[src/hw/rtl/wrs_pkg.sv]
package wrs_pkg;

  // Fixed result and accumulator widths
  localparam int SUM_W  = 40;
  localparam int SQ_W   = 64;
  localparam int PROD_W = 80;
  localparam int DIV_W  = 96;
  localparam int DEN_W  = 32;
  localparam int ROOT_W = 40;
  localparam int MEAN_W = 56;
  localparam int VAR_W  = 62;
  localparam int LEN_W  = 16;
  localparam int FRAC_W = 16;
  localparam int STEP_W = 7;

  // Iteration counts of the shared units
  localparam logic [STEP_W-1:0] SumMulSteps = STEP_W'(SUM_W);
  localparam logic [STEP_W-1:0] DivSteps    = STEP_W'(DIV_W);
  localparam logic [STEP_W-1:0] SqrtSteps   = STEP_W'(ROOT_W);

  typedef enum logic [3:0] {
    OP_IDLE,
    OP_LOAD_A,
    OP_MUL_STEP,
    OP_LOAD_B,
    OP_LOAD_D,
    OP_LOAD_MEAN,
    OP_DIV_STEP,
    OP_LOAD_VAR,
    OP_LOAD_SQRT,
    OP_SQRT_STEP,
    OP_FINISH
  } dp_op_t;

  typedef struct packed {
    dp_op_t op;
    logic   take;
  } dp_cmd_t;

  typedef struct packed {
    logic last;
    logic out_free;
  } dp_status_t;

endpackage

[src/hw/rtl/wrs_ctrl.sv]
module wrs_ctrl #(
  parameter int COUNT_BITS = 16
) (
  input  logic                clk,
  input  logic                rst,
  input  logic                in_valid,
  output logic                in_ready,
  input  wrs_pkg::dp_status_t status,
  output wrs_pkg::dp_cmd_t    cmd
);
  import wrs_pkg::*;

  localparam logic [STEP_W-1:0] CountSteps = STEP_W'(COUNT_BITS);

  typedef enum logic [14:0] {
    S_RUN       = 15'b000000000000001,
    S_DRAIN     = 15'b000000000000010,
    S_LOAD_A    = 15'b000000000000100,
    S_MUL_A     = 15'b000000000001000,
    S_LOAD_B    = 15'b000000000010000,
    S_MUL_B     = 15'b000000000100000,
    S_LOAD_D    = 15'b000000001000000,
    S_MUL_D     = 15'b000000010000000,
    S_LOAD_MEAN = 15'b000000100000000,
    S_DIV_MEAN  = 15'b000001000000000,
    S_LOAD_VAR  = 15'b000010000000000,
    S_DIV_VAR   = 15'b000100000000000,
    S_LOAD_SQRT = 15'b001000000000000,
    S_SQRT      = 15'b010000000000000,
    S_FINISH    = 15'b100000000000000
  } state_t;

  state_t            state, state_next;
  logic [STEP_W-1:0] steps, steps_next;
  logic              steps_done;

  assign steps_done = (steps == '0);
  assign in_ready   = (state == S_RUN);

  // Accept samples, then sequence the finalize steps
  always_comb begin
    state_next = state;
    steps_next = steps;
    cmd.op     = OP_IDLE;
    cmd.take   = 1'b0;
    unique case (state)
      S_RUN: begin
        cmd.take = in_valid;
        if (in_valid && status.last) state_next = S_DRAIN;
      end
      S_DRAIN: state_next = S_LOAD_A;
      S_LOAD_A: begin
        cmd.op     = OP_LOAD_A;
        steps_next = CountSteps - 1'b1;
        state_next = S_MUL_A;
      end
      S_MUL_A: begin
        cmd.op     = OP_MUL_STEP;
        steps_next = steps - 1'b1;
        if (steps_done) state_next = S_LOAD_B;
      end
      S_LOAD_B: begin
        cmd.op     = OP_LOAD_B;
        steps_next = SumMulSteps - 1'b1;
        state_next = S_MUL_B;
      end
      S_MUL_B: begin
        cmd.op     = OP_MUL_STEP;
        steps_next = steps - 1'b1;
        if (steps_done) state_next = S_LOAD_D;
      end
      S_LOAD_D: begin
        cmd.op     = OP_LOAD_D;
        steps_next = CountSteps - 1'b1;
        state_next = S_MUL_D;
      end
      S_MUL_D: begin
        cmd.op     = OP_MUL_STEP;
        steps_next = steps - 1'b1;
        if (steps_done) state_next = S_LOAD_MEAN;
      end
      S_LOAD_MEAN: begin
        cmd.op     = OP_LOAD_MEAN;
        steps_next = DivSteps - 1'b1;
        state_next = S_DIV_MEAN;
      end
      S_DIV_MEAN: begin
        cmd.op     = OP_DIV_STEP;
        steps_next = steps - 1'b1;
        if (steps_done) state_next = S_LOAD_VAR;
      end
      S_LOAD_VAR: begin
        cmd.op     = OP_LOAD_VAR;
        steps_next = DivSteps - 1'b1;
        state_next = S_DIV_VAR;
      end
      S_DIV_VAR: begin
        cmd.op     = OP_DIV_STEP;
        steps_next = steps - 1'b1;
        if (steps_done) state_next = S_LOAD_SQRT;
      end
      S_LOAD_SQRT: begin
        cmd.op     = OP_LOAD_SQRT;
        steps_next = SqrtSteps - 1'b1;
        state_next = S_SQRT;
      end
      S_SQRT: begin
        cmd.op     = OP_SQRT_STEP;
        steps_next = steps - 1'b1;
        if (steps_done) state_next = S_FINISH;
      end
      S_FINISH: begin
        // Hold until the output register is free
        if (status.out_free) begin
          cmd.op     = OP_FINISH;
          state_next = S_RUN;
        end
      end
      default: state_next = S_RUN;
    endcase
  end

  always_ff @(posedge clk) begin
    if (rst) begin
      state <= S_RUN;
      steps <= '0;
    end else begin
      state <= state_next;
      steps <= steps_next;
    end
  end

endmodule

[src/hw/rtl/wrs_datapath.sv]
module wrs_datapath #(
  parameter int SAMPLE_BITS = 24,
  parameter int COUNT_BITS  = 16
) (
  input  logic                              clk,
  input  logic                              rst,
  input  logic                              cfg_we,
  input  logic [wrs_pkg::LEN_W-1:0]         cfg_data,
  input  logic [SAMPLE_BITS-1:0]            sample,
  input  wrs_pkg::dp_cmd_t                  cmd,
  output wrs_pkg::dp_status_t               status,
  input  logic                              out_ready,
  output logic                              out_valid,
  output logic [SAMPLE_BITS-1:0]            min_value,
  output logic [SAMPLE_BITS-1:0]            max_value,
  output logic [wrs_pkg::SUM_W-1:0]         total,
  output logic [wrs_pkg::MEAN_W-1:0]        mean_q16,
  output logic [wrs_pkg::VAR_W-1:0]         variance_q16,
  output logic [wrs_pkg::ROOT_W-1:0]        deviation_q16
);
  import wrs_pkg::*;

  localparam logic [LEN_W-1:0] CountMax = LEN_W'((1 << COUNT_BITS) - 1);
  localparam logic [LEN_W-1:0] MinLen   = LEN_W'(2);

  // Window state
  logic [LEN_W-1:0]         window_len;
  logic [COUNT_BITS-1:0]    count;
  logic [SUM_W-1:0]         sum;
  logic [SQ_W-1:0]          sumsq;
  logic [SAMPLE_BITS-1:0]   run_min, run_max, x_reg;
  logic                     x_valid;
  logic [2*SAMPLE_BITS-1:0] sq;

  // Finalize state
  logic [PROD_W-1:0] acc, mcand, prod_a, dval;
  logic [SUM_W-1:0]  mplier;
  logic [DIV_W-1:0]  num;
  logic [DEN_W-1:0]  rem, den, den_var;
  logic [MEAN_W-1:0] mean_reg;
  logic [VAR_W-1:0]  var_reg;
  logic [PROD_W-1:0] sx;
  logic [ROOT_W-1:0] root;
  logic [ROOT_W+1:0] srem;

  logic [LEN_W-1:0]  eff_len;
  logic [LEN_W:0]    cnt_inc;
  logic [DEN_W:0]    rem_sh;
  logic              div_ge;
  logic [ROOT_W+3:0] srem_sh, trial;
  logic              sqrt_ge;
  logic [VAR_W-1:0]  var_sat;

  assign sq = x_reg * x_reg;

  // Clamp the window length to the usable range
  always_comb begin
    priority if (window_len < MinLen) eff_len = MinLen;
    else if (window_len > CountMax) eff_len = CountMax;
    else eff_len = window_len;
  end

  assign cnt_inc         = (LEN_W+1)'(count) + 1'b1;
  assign status.last     = (cnt_inc >= {1'b0, eff_len});
  assign status.out_free = !out_valid || out_ready;

  // One restoring division step and one square root digit
  assign rem_sh  = {rem, num[DIV_W-1]};
  assign div_ge  = (rem_sh >= {1'b0, den});
  assign srem_sh = {srem, sx[PROD_W-1 -: 2]};
  assign trial   = {2'b00, root, 2'b01};
  assign sqrt_ge = (srem_sh >= trial);
  assign var_sat = (num[DIV_W-1:VAR_W] != '0) ? '1 : num[VAR_W-1:0];

  always_ff @(posedge clk) begin
    if (rst) begin
      window_len <= LEN_W'(100);
    end else if (cfg_we) begin
      window_len <= cfg_data;
    end
  end

  // Register the sample, then fold it into the window
  always_ff @(posedge clk) begin
    if (rst) begin
      x_valid <= 1'b0;
      count   <= '0;
      sum     <= '0;
      sumsq   <= '0;
      run_min <= '1;
      run_max <= '0;
    end else begin
      x_valid <= cmd.take;
      if (cmd.take) count <= count + 1'b1;
      if (x_valid) begin
        sum   <= sum + SUM_W'(x_reg);
        sumsq <= sumsq + SQ_W'(sq);
        if (x_reg < run_min) run_min <= x_reg;
        if (x_reg > run_max) run_max <= x_reg;
      end
      if (cmd.op == OP_FINISH) begin
        count   <= '0;
        sum     <= '0;
        sumsq   <= '0;
        run_min <= '1;
        run_max <= '0;
      end
    end
  end

  always_ff @(posedge clk) begin
    if (cmd.take) x_reg <= sample;
  end

  // Shift-add multiplier, divider and square root
  always_ff @(posedge clk) begin
    unique case (cmd.op)
      OP_LOAD_A: begin
        acc    <= '0;
        mcand  <= PROD_W'(sumsq);
        mplier <= SUM_W'(count);
      end
      OP_MUL_STEP: begin
        if (mplier[0]) acc <= acc + mcand;
        mcand  <= {mcand[PROD_W-2:0], 1'b0};
        mplier <= mplier >> 1;
      end
      OP_LOAD_B: begin
        prod_a <= acc;
        acc    <= '0;
        mcand  <= PROD_W'(sum);
        mplier <= sum;
      end
      OP_LOAD_D: begin
        dval   <= (prod_a >= acc) ? prod_a - acc : '0;
        acc    <= '0;
        mcand  <= PROD_W'(count);
        mplier <= SUM_W'(count) - 1'b1;
      end
      OP_LOAD_MEAN: begin
        den_var <= acc[DEN_W-1:0];
        den     <= DEN_W'(count);
        num     <= DIV_W'({sum, {FRAC_W{1'b0}}});
        rem     <= '0;
      end
      OP_DIV_STEP: begin
        rem <= div_ge ? DEN_W'(rem_sh - {1'b0, den}) : rem_sh[DEN_W-1:0];
        num <= {num[DIV_W-2:0], div_ge};
      end
      OP_LOAD_VAR: begin
        mean_reg <= num[MEAN_W-1:0];
        den      <= den_var;
        num      <= {dval, {FRAC_W{1'b0}}};
        rem      <= '0;
      end
      OP_LOAD_SQRT: begin
        var_reg <= var_sat;
        sx      <= {2'b00, var_sat, {FRAC_W{1'b0}}};
        root    <= '0;
        srem    <= '0;
      end
      OP_SQRT_STEP: begin
        srem <= sqrt_ge ? (ROOT_W+2)'(srem_sh - trial) : srem_sh[ROOT_W+1:0];
        root <= {root[ROOT_W-2:0], sqrt_ge};
        sx   <= {sx[PROD_W-3:0], 2'b00};
      end
      default: ;
    endcase
  end

  // Output register
  always_ff @(posedge clk) begin
    if (rst) begin
      out_valid <= 1'b0;
    end else if (cmd.op == OP_FINISH) begin
      out_valid <= 1'b1;
    end else if (out_ready) begin
      out_valid <= 1'b0;
    end
  end

  always_ff @(posedge clk) begin
    if (cmd.op == OP_FINISH) begin
      min_value     <= run_min;
      max_value     <= run_max;
      total         <= sum;
      mean_q16      <= mean_reg;
      variance_q16  <= var_reg;
      deviation_q16 <= root;
    end
  end

endmodule

[src/hw/rtl/window_running_statistics.sv]
// Windowed statistics over unsigned samples.
// Samples enter on the in_valid/in_ready channel, one per cycle while a
// window is filling. Each window of window_len samples (clamped to
// 2 .. 2^COUNT_BITS-1) yields one result item on out_valid/out_ready:
// min, max, exact sum, and Q.16 mean, sample variance and deviation.
// The window length is written on the cfg_valid/cfg_ready channel, which
// is always ready; write it only while the block is idle.
// After the last sample of a window, in_ready drops while a shared
// shift-add multiplier, a restoring divider (one quotient bit a cycle)
// and a square root unit (one root bit a cycle) run in turn.
// The result sits in an output register; the next window fills while it
// waits. If the receiver still stalls at the next window end, the block
// holds the finished result and keeps in_ready low until it is taken.
// Reset (synchronous, rst high) empties the window, drops out_valid and
// sets window_len to 100.
module window_running_statistics #(
  parameter int SAMPLE_BITS = 24,
  parameter int COUNT_BITS  = 16
) (
  input  logic                              clk,
  input  logic                              rst,
  input  logic                              cfg_valid,
  output logic                              cfg_ready,
  input  logic [wrs_pkg::LEN_W-1:0]         cfg_data,
  input  logic                              in_valid,
  output logic                              in_ready,
  input  logic [SAMPLE_BITS-1:0]            sample,
  output logic                              out_valid,
  input  logic                              out_ready,
  output logic [SAMPLE_BITS-1:0]            min_value,
  output logic [SAMPLE_BITS-1:0]            max_value,
  output logic [wrs_pkg::SUM_W-1:0]         total,
  output logic [wrs_pkg::MEAN_W-1:0]        mean_q16,
  output logic [wrs_pkg::VAR_W-1:0]         variance_q16,
  output logic [wrs_pkg::ROOT_W-1:0]        deviation_q16
);
  import wrs_pkg::*;

  dp_cmd_t    cmd;
  dp_status_t status;

  assign cfg_ready = 1'b1;

  wrs_ctrl #(
    .COUNT_BITS(COUNT_BITS)
  ) u_ctrl (
    .clk      (clk),
    .rst      (rst),
    .in_valid (in_valid),
    .in_ready (in_ready),
    .status   (status),
    .cmd      (cmd)
  );

  wrs_datapath #(
    .SAMPLE_BITS(SAMPLE_BITS),
    .COUNT_BITS (COUNT_BITS)
  ) u_datapath (
    .clk          (clk),
    .rst          (rst),
    .cfg_we       (cfg_valid && cfg_ready),
    .cfg_data     (cfg_data),
    .sample       (sample),
    .cmd          (cmd),
    .status       (status),
    .out_ready    (out_ready),
    .out_valid    (out_valid),
    .min_value    (min_value),
    .max_value    (max_value),
    .total        (total),
    .mean_q16     (mean_q16),
    .variance_q16 (variance_q16),
    .deviation_q16(deviation_q16)
  );

endmodule

[config.mk]
export PLATFORM = sky130hd
export DESIGN_NAME = window_running_statistics
export DESIGN_NICKNAME = d
export VERILOG_FILES = /design/src/hw/rtl/wrs_pkg.sv /design/src/hw/rtl/wrs_ctrl.sv /design/src/hw/rtl/wrs_datapath.sv /design/src/hw/rtl/window_running_statistics.sv
export SDC_FILE = /design/constraint.sdc
export NUM_CORES = 2
export LEC_CHECK = 0
export ABC_AREA = 1
export BUFFER_PORTS_ARGS = -buffer_cell sky130_fd_sc_hd__buf_2
export CAP_MARGIN = 20
export CORE_MARGIN = 2
export CORE_UTILIZATION = 30
export DETAILED_ROUTE_END_ITERATION = 16
export HOLD_SLACK_MARGIN = 0.1
export PLACE_DENSITY_LB_ADDON = 0.05
export SETUP_SLACK_MARGIN = 0.1
export SYNTH_ARGS = -nofsm -noshare
export SYNTH_HDL_FRONTEND = slang
export SYNTH_SLANG_ARGS = --single-unit
[constraint.sdc]
create_clock -name clk -period 15.5 [get_ports clk]
set_input_delay 3.1 -clock clk [delete_from_list [all_inputs] [get_ports clk]]
set_output_delay 3.1 -clock clk [all_outputs]
set_load 0.02 [all_outputs]
==> run_results.csv <==
group,metric,value,unit
worst_setup_path,worstSetupPathDepth,24,
floorplan,die-height,546,um
floorplan,placement_rows,198,
worst_setup_path,path_max_fanout,15,
timing,final-max-slew-violation-count,0,
finish,fill_cell_total_of_the_finished_layout,30600,
logic_synthesis,ys_async_sr_fraction,0,%
floorplan,design.die.area,298000,sq um
timing,final.setup.tns,0,ns
detailed_routing,wl,339,mm
cts,holdBufCountCts,0,
timing,final_period_minus_worst_setup_slack,7.34,ns
placement,dpl.hpwl,264,mm
logic_synthesis,netlist.area_leader.share,37.0,%
finish,layout.cells.non_filler,14500,
logic_synthesis,synth_enable_flop_cells,1086,
placement,finalWeightedCongestion,0.925,
logic_synthesis,syn-num-nets,11200,
finish,max_flop_register,"u_datapath.num",
cts,clock_tree_from_tritoncts,"built",
global_route,grt_pass1_vias,71800,
detailed_routing,detail_route.first_pass.iterations,8,
logic_synthesis,ys_types,70,
logic_synthesis,synthXorXnorAreaFrac,1.76,%
logic_synthesis,dominantRegCellSynth,"edfxtp_1",
worst_setup_path,crit_top_cell,"fa_1",
worst_setup_path,worst_r2r_path_depth,24,
cts,cts.clk_slew.worst_paths,0.06,ns
cts,cts-buffers-inserted,164,
logic_synthesis,synth_simple_gate_area_share,18.6,%
placement,placed_cells,14200,
logic_synthesis,post_synth.cell_area_avg,8.65,sq um
timing,slew-limit-headroom,23.4,%
detailed_routing,routed_wire_length_per_instance,23.3,um
logic_synthesis,synth.ff_latch_count,1294,
worst_setup_path,arrival,8.08,ns
logic_synthesis,syn_area,88100,sq um
timing,max_clock_freq,0.136,GHz
timing,setup_viol,0,
timing,grt_setup_unrepaired,"false",
cts,postCtsSetupBuffers,0,
cts,cts_resized,0,
logic_synthesis,dominant_combinational_cell_family_by_area_after_synthesis,"simple AND/OR/NAND/NOR gates",
logic_synthesis,sequential_fraction_of_the_synthesis_area,41.7,%
detailed_routing,via_per_inst,4.82,
worst_setup_path,worst_ep_required_time,16.24,ns
global_route,grt_first_pass_wirelength,498,mm
finish,util_after_layout,34.0,%
job,drv_cap,0,
timing,final-hold-violation-count,0,
detailed_routing,routed-via-count,69900,
cts,num_clock_sinks,1294,
finish,final_layout_size_suffix_gt1_share,7.51,%
logic_synthesis,syn_inst,10200,
worst_setup_path,worst_path_class_setup,"flop to flop",
floorplan,floorplan.initialDensity,30.2,%
floorplan,die_width,546,um
worst_setup_path,cp_cell_sequence,"buf_4 > nand2_1 > fa_1 > inv_1 > fa_1 > inv_1 > fa_1 > fa_1 > inv_1 > fa_1 > fa_1 > inv_1 > fa_1 > inv_1 > ha_1 > nand2_1 > nor2_1 > nand3_1 > o21ai_0 > nand2_1 > nand3_1 > nand3_1 > nand2_1 > inv_1",
floorplan,boundaryPins,294,
cts,clock_latency,0.88,ns
finish,multiInputGateArea,43100,sq um
global_route,grt_antenna_before_repair,16,
outcome,status,"complete, no violations",
cts,ctsRootBufferMaster,"clkbuf_16",
logic_synthesis,synthDominantAreaCellType,"edfxtp_1",
cts,h-tree-depth,4,
timing,timing_worst_slew_pin_value,1.15,ns
global_route,grt_max_degree,149,
logic_synthesis,ys_warn_count,0,
detailed_routing,ant_nets,0,
finish,nets,11500,
detailed_routing,detailedRoute.firstIterationViolations,5176,
timing,fraction_of_the_cycle_the_final_worst_path_needs,47.3,%
logic_synthesis,synthMuxAreaShare,0.0128,%
logic_synthesis,synth_top_cells_by_area,"edfxtp_1, fa_1, nand2_1",
placement,buffer_ports.inserted,292,
timing,fin_worst_skew,0.118,ns
global_route,gr-usage-all-layers,22.5,%
worst_setup_path,critical-path-top-delay-family,"adder cells",
worst_setup_path,crit_path_max_incr_delay,0.84,ns
worst_setup_path,crit_path_end_kind,"flop",
worst_hold_path,hold_path_class,"flop to flop",
finish,largest_reg_flops,96,
detailed_routing,post-route-drc-count,0,
global_route,grt_overflow,0,
cts,cts_max_path_buffers,4,
logic_synthesis,yosys.area_share.adder,18.2,%
worst_hold_path,hold_path_depth,0,
worst_setup_path,worstPathBufferInverterCount,7,
worst_setup_path,critPathSlowestCell,"edfxtp_1",
finish,area_growth,12.6,%
finish,leading_cell_types_in_the_layout_fill_and_taps_excluded,"nand2_1, inv_1, edfxtp_1, nor2_1, a21oi_1",
logic_synthesis,synth-compound-area-share,10.3,%
timing,whs,0.417,ns
worst_setup_path,worst_setup_path_start_kind,"flop",
floorplan,core_region_area,292000,sq um
finish,final_common_cell,"nand2_1",
finish,final-seq-area,36800,sq um
## final cells by class
cell class,instances,area share [%]
repair buffers,385,2.20
flip-flops and latches,1294,37.1
well taps,3900,4.92
clock buffers,215,4.47
clock inverters,76,0.685
multi-input cells,6746,43.5
diodes,5,0.0126
inverters,1885,7.16
## synthesized netlist by cell type, types with 16 or more instances
cell type	instances
inv_1	1847
nor3_1	98
ha_1	510
buf_2	73
a31oi_1	38
nand4_1	66
nand2_2	20
a22o_1	23
nand3_1	321
xor2_1	132
nand3b_1	18
a22oi_1	89
o2111ai_1	31
fa_1	482
a21o_1	50
or2_2	68
nor2_1	1052
nor3b_1	20
edfxtp_1	1086
a21oi_1	694
nand2_1	2247
o21ai_1	16
a21boi_0	23
inv_2	34
clkbuf_1	161
dfxtp_1	208
o21a_1	50
nor4_1	28
o211ai_1	32
xnor2_1	45
o21ai_0	463
o21bai_1	41
## stage by stage
step	cell area, sq um	setup slack [ns]
final	99200	8.16
after global routing	99200	7.77
after CTS	99200	8.20
after detailed placement	94100	8.15
after global placement	94100	8.20
after floorplan	88100	2.68
## cell families after synthesis
kind of cell	after synthesis
other	1
XOR/XNOR	177
buffers and inverters	2148
AND/OR/NAND/NOR	3989
flip-flops	1294
adder cells (fa/ha/maj)	992
AO/OA/AOI/OAI	1586
multiplexers	1
## final timing paths
kind                          start                     endpoint  slack [ns]
min          u_datapath.var_reg[59]  u_datapath.variance_q16[59]        0.42
min reg2reg  u_datapath.var_reg[59]  u_datapath.variance_q16[59]        0.42
max reg2reg     u_datapath.x_reg[6]         u_datapath.sumsq[45]        8.16
max             u_datapath.x_reg[6]         u_datapath.sumsq[45]        8.16
## routing by layer
layer,global-route usage (%),wire length (um),vias to the layer above
li1,-,-,33600
met1,31.7,160000,34400
met2,37.0,157000,1582
met3,2.10,13500,330
met4,5.39,8330,2
met5,0,13,-
Power is left out: the tool's default activity adds up to more than one toggle a clock period on the data nets, which glitch-free logic cannot reach.
